File: src/hw/rtl/glmp_pkg.sv
package glmp_pkg;

	localparam int LINE_CAPACITY = 64;
	localparam int COUNT_BITS    = 16;
	localparam int CNT_W         = $clog2(LINE_CAPACITY);
	localparam int NUM_CLASSES   = 5;
	localparam int CLASS_W       = 3;

	localparam logic [7:0] CHAR_NEWLINE = 8'h0A;
	localparam logic [7:0] CHAR_SPACE   = 8'h20;
	localparam logic [7:0] CHAR_T       = 8'h54;
	localparam logic [7:0] CHAR_B       = 8'h42;
	localparam logic [7:0] CHAR_R       = 8'h52;
	localparam logic [7:0] CHAR_A       = 8'h41;
	localparam logic [7:0] CHAR_E       = 8'h45;

	localparam logic [2:0] CODE_SAT = 3'd5;

	localparam logic [2:0] DIR_FROM_THERM = 3'd0;
	localparam logic [2:0] DIR_FROM_BOIL  = 3'd1;
	localparam logic [2:0] DIR_TO_BOIL    = 3'd2;
	localparam logic [2:0] DIR_TO_THERM   = 3'd3;
	localparam logic [2:0] DIR_ERROR      = 3'd4;
	localparam logic [2:0] DIR_UNEXPECTED = 3'd5;

	// One finished line as the front hands it to the back.
	typedef struct packed {
		logic             expired;
		logic [CNT_W-1:0] length;
		logic [7:0]       lead;
		logic [31:0]      hex;
		logic             hex_ok;
		logic             err_match;
		logic [2:0]       code;
		logic             code_seen;
	} line_rec_t;

	typedef struct packed {
		logic      valid;
		line_rec_t rec;
	} push_t;

	typedef struct packed {
		logic full;
		logic empty;
	} queue_stat_t;

	typedef struct packed {
		logic [2:0]  direction;
		logic [2:0]  message_type;
		logic [7:0]  data_id;
		logic [15:0] data_value;
		logic [2:0]  error_class;
		logic        counted;
		logic [15:0] error_count;
		logic [5:0]  line_length;
	} result_t;

	// Bit 4 flags a hex digit, bits 3..0 hold its value.
	function automatic logic [4:0] hex_val(input logic [7:0] c);
		logic [4:0] r;
		r = 5'd0;
		if (c >= 8'h30 && c <= 8'h39) r = {1'b1, 4'(c - 8'h30)};
		else if (c >= 8'h61 && c <= 8'h66) r = {1'b1, 4'(c - 8'h57)};
		else if (c >= 8'h41 && c <= 8'h46) r = {1'b1, 4'(c - 8'h37)};
		return r;
	endfunction

	function automatic logic [7:0] err_char(input logic [2:0] pos);
		logic [7:0] r;
		case (pos)
			3'd0: r = 8'h45;
			3'd1: r = 8'h72;
			3'd2: r = 8'h72;
			3'd3: r = 8'h6F;
			3'd4: r = 8'h72;
			default: r = 8'h00;
		endcase
		return r;
	endfunction

endpackage

File: src/hw/rtl/glmp_in_if.sv
interface glmp_in_if;
	logic       valid;
	logic       ready;
	logic [7:0] rx_byte;
	logic       wait_expired;

	modport source (output valid, output rx_byte, output wait_expired, input ready);
	modport sink (input valid, input rx_byte, input wait_expired, output ready);
endinterface

File: src/hw/rtl/glmp_out_if.sv
interface glmp_out_if;
	logic        valid;
	logic        ready;
	logic [2:0]  direction;
	logic [2:0]  message_type;
	logic [7:0]  data_id;
	logic [15:0] data_value;
	logic [2:0]  error_class;
	logic        counted;
	logic [15:0] error_count;
	logic [5:0]  line_length;

	modport source (output valid, output direction, output message_type, output data_id,
		output data_value, output error_class, output counted, output error_count,
		output line_length, input ready);
	modport sink (input valid, input direction, input message_type, input data_id,
		input data_value, input error_class, input counted, input error_count,
		input line_length, output ready);
endinterface

File: src/hw/rtl/glmp_front.sv
module glmp_front
	import glmp_pkg::*;
(
	input  logic         clk,
	input  logic         arst_n,
	glmp_in_if.sink      rx,
	input  queue_stat_t  qstat,
	output push_t        push
);

	logic [CNT_W-1:0] cnt_q;
	logic [7:0]       lead_q;
	logic [31:0]      hex_q;
	logic             hex_ok_q;
	logic             match_q;
	logic [2:0]       code_q;
	logic             seen_q;
	logic             closed_q;

	logic [CNT_W-1:0] cnt_n;
	logic [7:0]       lead_n;
	logic [31:0]      hex_n;
	logic             hex_ok_n;
	logic             match_n;
	logic [2:0]       code_n;
	logic             seen_n;
	logic             closed_n;

	logic [4:0] hd;
	logic       accept;
	logic       is_nl;
	logic       keep;
	logic       at_cap;
	logic       line_end;

	assign rx.ready = !qstat.full;
	assign accept   = rx.valid && rx.ready;
	assign hd       = hex_val(rx.rx_byte);
	assign is_nl    = rx.rx_byte == CHAR_NEWLINE;
	assign keep     = !rx.wait_expired && rx.rx_byte >= CHAR_SPACE;
	assign at_cap   = cnt_q == CNT_W'(LINE_CAPACITY - 2);

	always_comb begin
		lead_n   = lead_q;
		hex_n    = hex_q;
		hex_ok_n = hex_ok_q;
		match_n  = match_q;
		code_n   = code_q;
		seen_n   = seen_q;
		closed_n = closed_q;
		cnt_n    = cnt_q + CNT_W'(1);
		if (cnt_q == '0) lead_n = rx.rx_byte;
		if (cnt_q < CNT_W'(5) && rx.rx_byte != err_char(3'(cnt_q))) match_n = 1'b0;
		if (cnt_q >= CNT_W'(1) && cnt_q <= CNT_W'(8)) begin
			if (!hd[4]) hex_ok_n = 1'b0;
			else hex_n = {hex_q[27:0], hd[3:0]};
		end
		// The code value saturates at five, which already means an unknown class.
		if (cnt_q >= CNT_W'(6) && !closed_q) begin
			if (!hd[4]) begin
				closed_n = 1'b1;
			end else begin
				code_n = (code_q != 3'd0 || hd[3:0] > 4'd5) ? CODE_SAT : hd[2:0];
				seen_n = 1'b1;
			end
		end
	end

	assign line_end = rx.wait_expired || is_nl || (keep && at_cap);

	always_comb begin
		push.valid = accept && line_end;
		if (!rx.wait_expired && !is_nl) begin
			push.rec = '{expired: 1'b0, length: cnt_n, lead: lead_n, hex: hex_n,
				hex_ok: hex_ok_n, err_match: match_n, code: code_n, code_seen: seen_n};
		end else begin
			push.rec = '{expired: rx.wait_expired, length: cnt_q, lead: lead_q, hex: hex_q,
				hex_ok: hex_ok_q, err_match: match_q, code: code_q, code_seen: seen_q};
		end
	end

	always_ff @(posedge clk or negedge arst_n) begin
		if (!arst_n) begin
			cnt_q    <= '0;
			lead_q   <= '0;
			hex_q    <= '0;
			hex_ok_q <= 1'b1;
			match_q  <= 1'b1;
			code_q   <= '0;
			seen_q   <= 1'b0;
			closed_q <= 1'b0;
		end else if (accept) begin
			if (line_end) begin
				cnt_q    <= '0;
				lead_q   <= '0;
				hex_q    <= '0;
				hex_ok_q <= 1'b1;
				match_q  <= 1'b1;
				code_q   <= '0;
				seen_q   <= 1'b0;
				closed_q <= 1'b0;
			end else if (keep) begin
				cnt_q    <= cnt_n;
				lead_q   <= lead_n;
				hex_q    <= hex_n;
				hex_ok_q <= hex_ok_n;
				match_q  <= match_n;
				code_q   <= code_n;
				seen_q   <= seen_n;
				closed_q <= closed_n;
			end
		end
	end

endmodule

File: src/hw/rtl/glmp_queue.sv
module glmp_queue
	import glmp_pkg::*;
(
	input  logic        clk,
	input  logic        arst_n,
	input  push_t       push,
	input  logic        pop,
	output queue_stat_t qstat,
	output line_rec_t   head
);

	line_rec_t  slot_q [2];
	logic       wr_q;
	logic       rd_q;
	logic [1:0] fill_q;

	assign qstat.full  = fill_q == 2'd2;
	assign qstat.empty = fill_q == 2'd0;
	assign head        = slot_q[rd_q];

	always_ff @(posedge clk) begin
		if (push.valid) slot_q[wr_q] <= push.rec;
	end

	always_ff @(posedge clk or negedge arst_n) begin
		if (!arst_n) begin
			wr_q   <= 1'b0;
			rd_q   <= 1'b0;
			fill_q <= 2'd0;
		end else begin
			if (push.valid) wr_q <= !wr_q;
			if (pop) rd_q <= !rd_q;
			fill_q <= fill_q + 2'(push.valid) - 2'(pop);
		end
	end

endmodule

File: src/hw/rtl/glmp_back.sv
module glmp_back
	import glmp_pkg::*;
(
	input  logic        clk,
	input  logic        arst_n,
	input  queue_stat_t qstat,
	input  line_rec_t   head,
	output logic        pop,
	glmp_out_if.source  res
);

	localparam logic [COUNT_BITS-1:0] COUNT_MAX = '1;

	logic [COUNT_BITS-1:0] err_cnt_q [NUM_CLASSES];
	result_t               res_q;
	logic                  res_valid_q;

	logic                  is_err;
	logic [CLASS_W-1:0]    cls;
	logic [COUNT_BITS-1:0] cnt_new;
	logic [31:0]           cnt_ext;
	logic [7:0]            len_ext;
	result_t               res_n;

	assign pop = !qstat.empty && (!res_valid_q || res.ready);

	assign is_err = !head.expired && head.err_match && head.length >= CNT_W'(5);
	assign cls = (head.code_seen && head.code >= 3'd1 && head.code <= 3'd4) ?
		CLASS_W'(head.code) : CLASS_W'(0);
	assign cnt_new = (err_cnt_q[cls] < COUNT_MAX) ? err_cnt_q[cls] + COUNT_BITS'(1)
		: err_cnt_q[cls];
	assign cnt_ext = 32'(cnt_new);
	assign len_ext = 8'(head.length);

	always_comb begin
		res_n = '0;
		res_n.line_length = len_ext[5:0];
		if (head.expired) begin
			res_n.direction = DIR_UNEXPECTED;
		end else if (is_err) begin
			res_n.direction   = DIR_ERROR;
			res_n.error_class = cls;
			res_n.counted     = 1'b1;
			res_n.error_count = cnt_ext[15:0];
		end else if (!head.hex_ok || head.length < CNT_W'(9)) begin
			res_n.direction = DIR_UNEXPECTED;
		end else begin
			res_n.message_type = head.hex[30:28];
			res_n.data_id      = head.hex[23:16];
			res_n.data_value   = head.hex[15:0];
			case (head.lead)
				CHAR_T:  res_n.direction = DIR_FROM_THERM;
				CHAR_B:  res_n.direction = DIR_FROM_BOIL;
				CHAR_R:  res_n.direction = DIR_TO_BOIL;
				CHAR_A:  res_n.direction = DIR_TO_THERM;
				CHAR_E:  res_n.direction = DIR_ERROR;
				default: res_n.direction = DIR_UNEXPECTED;
			endcase
		end
	end

	always_ff @(posedge clk) begin
		if (pop) res_q <= res_n;
	end

	always_ff @(posedge clk or negedge arst_n) begin
		if (!arst_n) begin
			res_valid_q <= 1'b0;
			for (int i = 0; i < NUM_CLASSES; i++) err_cnt_q[i] <= '0;
		end else begin
			if (pop) res_valid_q <= 1'b1;
			else if (res.ready) res_valid_q <= 1'b0;
			if (pop && is_err) err_cnt_q[cls] <= cnt_new;
		end
	end

	assign res.valid        = res_valid_q;
	assign res.direction    = res_q.direction;
	assign res.message_type = res_q.message_type;
	assign res.data_id      = res_q.data_id;
	assign res.data_value   = res_q.data_value;
	assign res.error_class  = res_q.error_class;
	assign res.counted      = res_q.counted;
	assign res.error_count  = res_q.error_count;
	assign res.line_length  = res_q.line_length;

endmodule

File: src/hw/rtl/gateway_line_message_parser.sv
// Gateway line message parser.
// The rx channel carries one received word per handshake: a serial character and a
// wait-expired flag. Characters are gathered into a line; newline, a full line buffer
// or an expired wait ends it, and each finished line gives one word on the res channel
// with its direction, message fields, error counter update and length.
// Throughput: one rx word per cycle. The front updates the line state in the cycle a
// character is taken, so nothing limits the input rate but the two-entry line queue.
// The record of the line is written into the queue when the character that ends it is
// accepted; from there the back moves it into its output register once that is free,
// and for an error line updates one of the five error counters in the same step.
// When res is stalled the output register holds its word, the queue fills with up to
// two finished lines, and only then does rx.ready drop; a line can keep growing while
// the queue has room.
// Reset clears the partial line, the queue's pointers and fill count, the output valid
// flag and all error counters at once; no clearing pass is needed.
module gateway_line_message_parser
	import glmp_pkg::*;
(
	input  logic        clk,
	input  logic        arst_n,
	glmp_in_if.sink     rx,
	glmp_out_if.source  res
);

	push_t       push;
	queue_stat_t qstat;
	line_rec_t   head;
	logic        pop;

	glmp_front u_front (
		.clk    (clk),
		.arst_n (arst_n),
		.rx     (rx),
		.qstat  (qstat),
		.push   (push)
	);

	glmp_queue u_queue (
		.clk    (clk),
		.arst_n (arst_n),
		.push   (push),
		.pop    (pop),
		.qstat  (qstat),
		.head   (head)
	);

	glmp_back u_back (
		.clk    (clk),
		.arst_n (arst_n),
		.qstat  (qstat),
		.head   (head),
		.pop    (pop),
		.res    (res)
	);

	a_queue_state: assert property (@(posedge clk) disable iff (!arst_n)
		!(qstat.full && qstat.empty))
		else $error("line queue reports full and empty at once");

	a_push_room: assert property (@(posedge clk) disable iff (!arst_n)
		push.valid |-> !qstat.full)
		else $error("line pushed into a full queue");

	a_expired_ends_line: assert property (@(posedge clk) disable iff (!arst_n)
		(rx.valid && rx.ready && rx.wait_expired) |-> push.valid)
		else $error("expired wait did not end the line");

	a_pop_has_data: assert property (@(posedge clk) disable iff (!arst_n)
		pop |-> !qstat.empty)
		else $error("back took a line from an empty queue");

endmodule

File: src/flat_wrapper.sv
// flat-port wrapper written by rule: the top's interface ports become plain ports
module gateway_line_message_parser_flat import glmp_pkg::*;
  (clk, arst_n, rx_valid, rx_rx_byte, rx_wait_expired, rx_ready, res_valid, res_direction, res_message_type, res_data_id, res_data_value, res_error_class, res_counted, res_error_count, res_line_length, res_ready);
  glmp_in_if rx_i ();
  glmp_out_if res_i ();
  input  logic clk;
  input  logic arst_n;
  input wire logic [$bits(rx_i.valid)-1:0] rx_valid;
  input wire logic [$bits(rx_i.rx_byte)-1:0] rx_rx_byte;
  input wire logic [$bits(rx_i.wait_expired)-1:0] rx_wait_expired;
  output wire logic [$bits(rx_i.ready)-1:0] rx_ready;
  output wire logic [$bits(res_i.valid)-1:0] res_valid;
  output wire logic [$bits(res_i.direction)-1:0] res_direction;
  output wire logic [$bits(res_i.message_type)-1:0] res_message_type;
  output wire logic [$bits(res_i.data_id)-1:0] res_data_id;
  output wire logic [$bits(res_i.data_value)-1:0] res_data_value;
  output wire logic [$bits(res_i.error_class)-1:0] res_error_class;
  output wire logic [$bits(res_i.counted)-1:0] res_counted;
  output wire logic [$bits(res_i.error_count)-1:0] res_error_count;
  output wire logic [$bits(res_i.line_length)-1:0] res_line_length;
  input wire logic [$bits(res_i.ready)-1:0] res_ready;
  assign rx_i.valid = rx_valid;
  assign rx_i.rx_byte = rx_rx_byte;
  assign rx_i.wait_expired = rx_wait_expired;
  assign rx_ready = rx_i.ready;
  assign res_valid = res_i.valid;
  assign res_direction = res_i.direction;
  assign res_message_type = res_i.message_type;
  assign res_data_id = res_i.data_id;
  assign res_data_value = res_i.data_value;
  assign res_error_class = res_i.error_class;
  assign res_counted = res_i.counted;
  assign res_error_count = res_i.error_count;
  assign res_line_length = res_i.line_length;
  assign res_i.ready = res_ready;
  gateway_line_message_parser u_core (.clk(clk), .arst_n(arst_n), .rx(rx_i), .res(res_i));
endmodule
File: config.mk
export PLATFORM = sky130hd
export DESIGN_NAME = gateway_line_message_parser_flat
export DESIGN_NICKNAME = d
export VERILOG_FILES = /design/src/hw/rtl/glmp_pkg.sv /design/src/hw/rtl/glmp_in_if.sv /design/src/hw/rtl/glmp_out_if.sv /design/src/hw/rtl/glmp_front.sv /design/src/hw/rtl/glmp_queue.sv /design/src/hw/rtl/glmp_back.sv /design/src/hw/rtl/gateway_line_message_parser.sv /design/src/flat_wrapper.sv
export SDC_FILE = /design/constraint.sdc
export NUM_CORES = 1
export LEC_CHECK = 0
export BUFFER_PORTS_ARGS = -buffer_cell sky130_fd_sc_hd__clkbuf_2
export CORE_ASPECT_RATIO = 0.8
export CORE_MARGIN = 4
export CORE_UTILIZATION = 37
export DETAILED_ROUTE_END_ITERATION = 10
export SLEW_MARGIN = 20
export SYNTH_ARGS = -nofsm -noshare
export SYNTH_HDL_FRONTEND = slang
export SYNTH_SLANG_ARGS = --single-unit
File: constraint.sdc
create_clock -name clk -period 5.9 [get_ports clk]
set_input_delay 0.885 -clock clk [delete_from_list [all_inputs] [get_ports clk]]
set_output_delay 0.885 -clock clk [all_outputs]
set_load 0.03 [all_outputs]
==> impl_metrics.toml <==
[outcome]
status = "complete, no violations"

[route]
drtIter0Drc = 876
wl_per_cell_um = 19.7
antenna_left = 0
via_per_inst = 5.43
wirelength_mm = 33.5
dr.pass1.iters = 6
drt_drc_violations_left = 0
num_vias = 9235

[synthesis]
synth_xor_area_share_pct = 1.42
synth-compound-area-share_pct = 15.8
synth_top_area_share_pct = 34.0
synth_warnings = 0
synth_area_leaders = "edfxtp_1, dfrtp_1, nand2_1"
ys_types = 95
async_reset_ff_share_pct = 47.2
synth-edff-count = 152
synthFlopType = "edfxtp_1"
syn_inst = 1142
syn_area_um2 = 13400
synth_seq_cells = 288
synth_top_family_by_area = "compound AO/OA/AOI/OAI gates"
yosys.area.top_type = "edfxtp_1"
synthAdderAreaFrac_pct = 1.12
synth_top_cells_by_count = "edfxtp_1, dfrtp_1, nand2_1, nor2_1, o21ai_0"
synth_most_common_cell = "edfxtp_1"
seq_area_frac_synth_pct = 59.3
synthMuxAreaShare_pct = 6.95
synthSimpleGateAreaFrac_pct = 12.3
post_synth.cell_area_avg_um2 = 11.8
synth_fp_nets = 1167

[global_route]
antenna_found_initial = 0
grtUsageTotal_pct = 16.8
grt_pass1_wl_mm = 53.2
grt_pass1_vias = 9090
grt_overflow = 0
grt_max_degree = 81

[worst_setup_path]
crit_cells = 11
ff2ff_path_depth = 11
cpLargestDelayFamily = "simple AND/OR/NAND/NOR gates"
cpPeakStageDelay_ns = 0.76
path_buf_inv = 1
regToRegStartpoint = "u_core.u_queue.rd_q"
startpoint = "u_core.u_queue.rd_q"
cp.arrival_ns = 4.82
cp-endpoint = "u_core.u_back.res.error_count[0]"
critPathRequiredTime_ns = 6.21
cp-start-kind = "register"
worstSetupPathType = "register to register"
end_kind = "register"
r2r_slack_ns = 1.39
crit_chain = "buf_4 > nand3b_1 > a21oi_1 > o21a_1 > a2111oi_2 > ha_1 > and3_1 > nand4_1 > or4_1 > xnor2_2 > nor2_1"
cp_max_fo = 50
r2r_end = "u_core.u_back.res.error_count[0]"
slowest_stage = "or4_1"

[timing]
fin_crit_ns = 4.51
relSlewSlack_pct = 25.1
fin_crit_sh_pct = 76.4
fin_setup_tns_ns = 0
fmax_mhz = 222
skew_ns = 0.0175
slew_viol_final = 0
rsz0062_at_grt = "no"
setup_viol = 0
worst-slew-pin-transition_ns = 1.11
finalHoldViolations = 0

[layout]
final_area_um2 = 15300
nFillCells = 3435
final_layout_size_suffix_gt1_share_pct = 18.3
area_growth_pct = 14.0
fin_cells = 1700
diodes = 0
fin_util_pct = 42.7
fin_nets = 1222

[place]
dp_cells = 1646
io_buffer_count = 70
gp_congestion = 0.916
dp.final_hpwl_mm = 22.3
place_area_um2 = 14300

[clock_tree]
holdBufCountCts = 0
cts.sinks = 288
cts_tree = "yes"
cts_setup_buffers = 0
clockRootBuffer = "clkbuf_16"
clock_path_buffers = 3
cts.reportedPaths.clkPinSlew_ns = 0.06
cts_buffers = 29
htree_levels = 1
cts_resized = 0
clock_latency_ns = 0.58

[die]
die_area_um2 = 39400
die_w_um = 221
initial_core_util_pct = 37.5
rows = 62
die_y_um = 178
io_pins = 71
core_um2 = 35800

[run]
cap_violations = 0

[power_and_ir_drop]
p_total_w = 0.00742
leakage_nw = 6.11
peakVddDrop_uv = 257
power_per_cell_area_nw_per_um2 = 485

[hold_path]
hold_class = "input port to asynchronous set/reset pin"
metrics by stage:
step	hold WS [ns]	worst slack [ns]
4_1_cts	0.375	1.38
6_report	0.334	1.39
3_3_place_gp	0.459	1.56
3_5_place_dp	0.466	1.46
5_1_grt	0.390	0.991
2_1_floorplan	0.444	1.23
layout make-up:
type	instances	area, um2	area share, %
repair buffers	88	492	3.21
clock inverters	17	256	1.67
multi-input cells	762	5100	33.3
well taps	480	601	3.92
inverters	28	105	0.686
clock buffers	37	786	5.13
flip-flops and latches	288	7970	52.1
cell usage in the layout, fill, tap and decap left out, types with 6 or more instances in the layout:
master       n
edfxtp_1   152
dfrtp_1    133
nand2_1    121
nor2_1     107
o21ai_0     83
clkbuf_2    69
mux2i_1     42
mux2_2      39
a22o_1      37
a21oi_1     29
clkbuf_16   29
inv_1       27
a31oi_1     23
nor3_1      21
nand3_1     18
buf_4       18
a211oi_1    17
nand2b_1    14
ha_1        12
o21ai_1     11
xnor2_1     11
xor2_1       9
o31ai_1      9
a32oi_1      8
clkinv_2     8
nor2b_1      7
a221oi_1     7
o21ai_2      6
bufinv_16    6
power breakdown:
group	total, W	switching [W]	internal (W)
logic	0.00244	0.00167	0.000775
registers	0.00297	0.000284	0.00268
clock network	0.00201	0.000804	0.00121
total	0.00742	0.00276	0.00467
cells by family after synthesis:
| family | Yosys count |
|---|---|
| XOR/XNOR | 21 |
| flip-flops | 288 |
| adder cells (fa/ha/maj) | 12 |
| AO/OA/AOI/OAI | 298 |
| AND/OR/NAND/NOR | 346 |
| buffers and inverters | 92 |
| multiplexers | 85 |
state kept, by name (all words and copies together), names as in the netlist, 2 cells and up:
signal                          cells
u_core.u_back.err_cnt_q            80
u_core.u_front.code_q               3
u_core.u_back.res.message_type      3
u_core.u_back.res.direction         3
u_core.u_back.res.data_value       16
u_core.u_front.cnt_q                6
u_core.u_front.lead_q               8
u_core.u_back.res.line_length       6
u_core.u_queue.fill_q               2
u_core.u_back.res.error_class       3
u_core.u_back.res.data_id           8
u_core.u_queue.slot_q              96
u_core.u_back.res.error_count      16
u_core.u_front.hex_q               30
routing by layer:
layer  share of wire (%)  vias to the layer above  global-route usage, %
met5                   0                        -                      0
met4                 2.4                        0                   4.00
met3                 5.3                       59                   2.98
met2                  45                      248                   26.5
met1                  47                     4561                   24.4
li1                    -                     4367                      -
how the worst min path moves through the flow:
| stage | from | to | slack, ns | depth (start not counted) |
|---|---|---|---|---|
| after floorplan | u_core.u_back.err_cnt_q[20] | u_core.u_back.err_cnt_q[20] | 0.44 | 2 |
| after detailed placement | u_core.u_back.err_cnt_q[31] | u_core.u_back.err_cnt_q[31] | 0.47 | 2 |
| final | arst_n | u_core.u_back.err_cnt_q[78] | 0.33 | 1 |
| after CTS | arst_n | u_core.u_back.err_cnt_q[78] | 0.38 | 1 |
| after global placement | u_core.u_back.err_cnt_q[31] | u_core.u_back.err_cnt_q[31] | 0.46 | 2 |
| after global routing | arst_n | u_core.u_back.err_cnt_q[78] | 0.39 | 1 |
(Power assumes the default switching activity.)
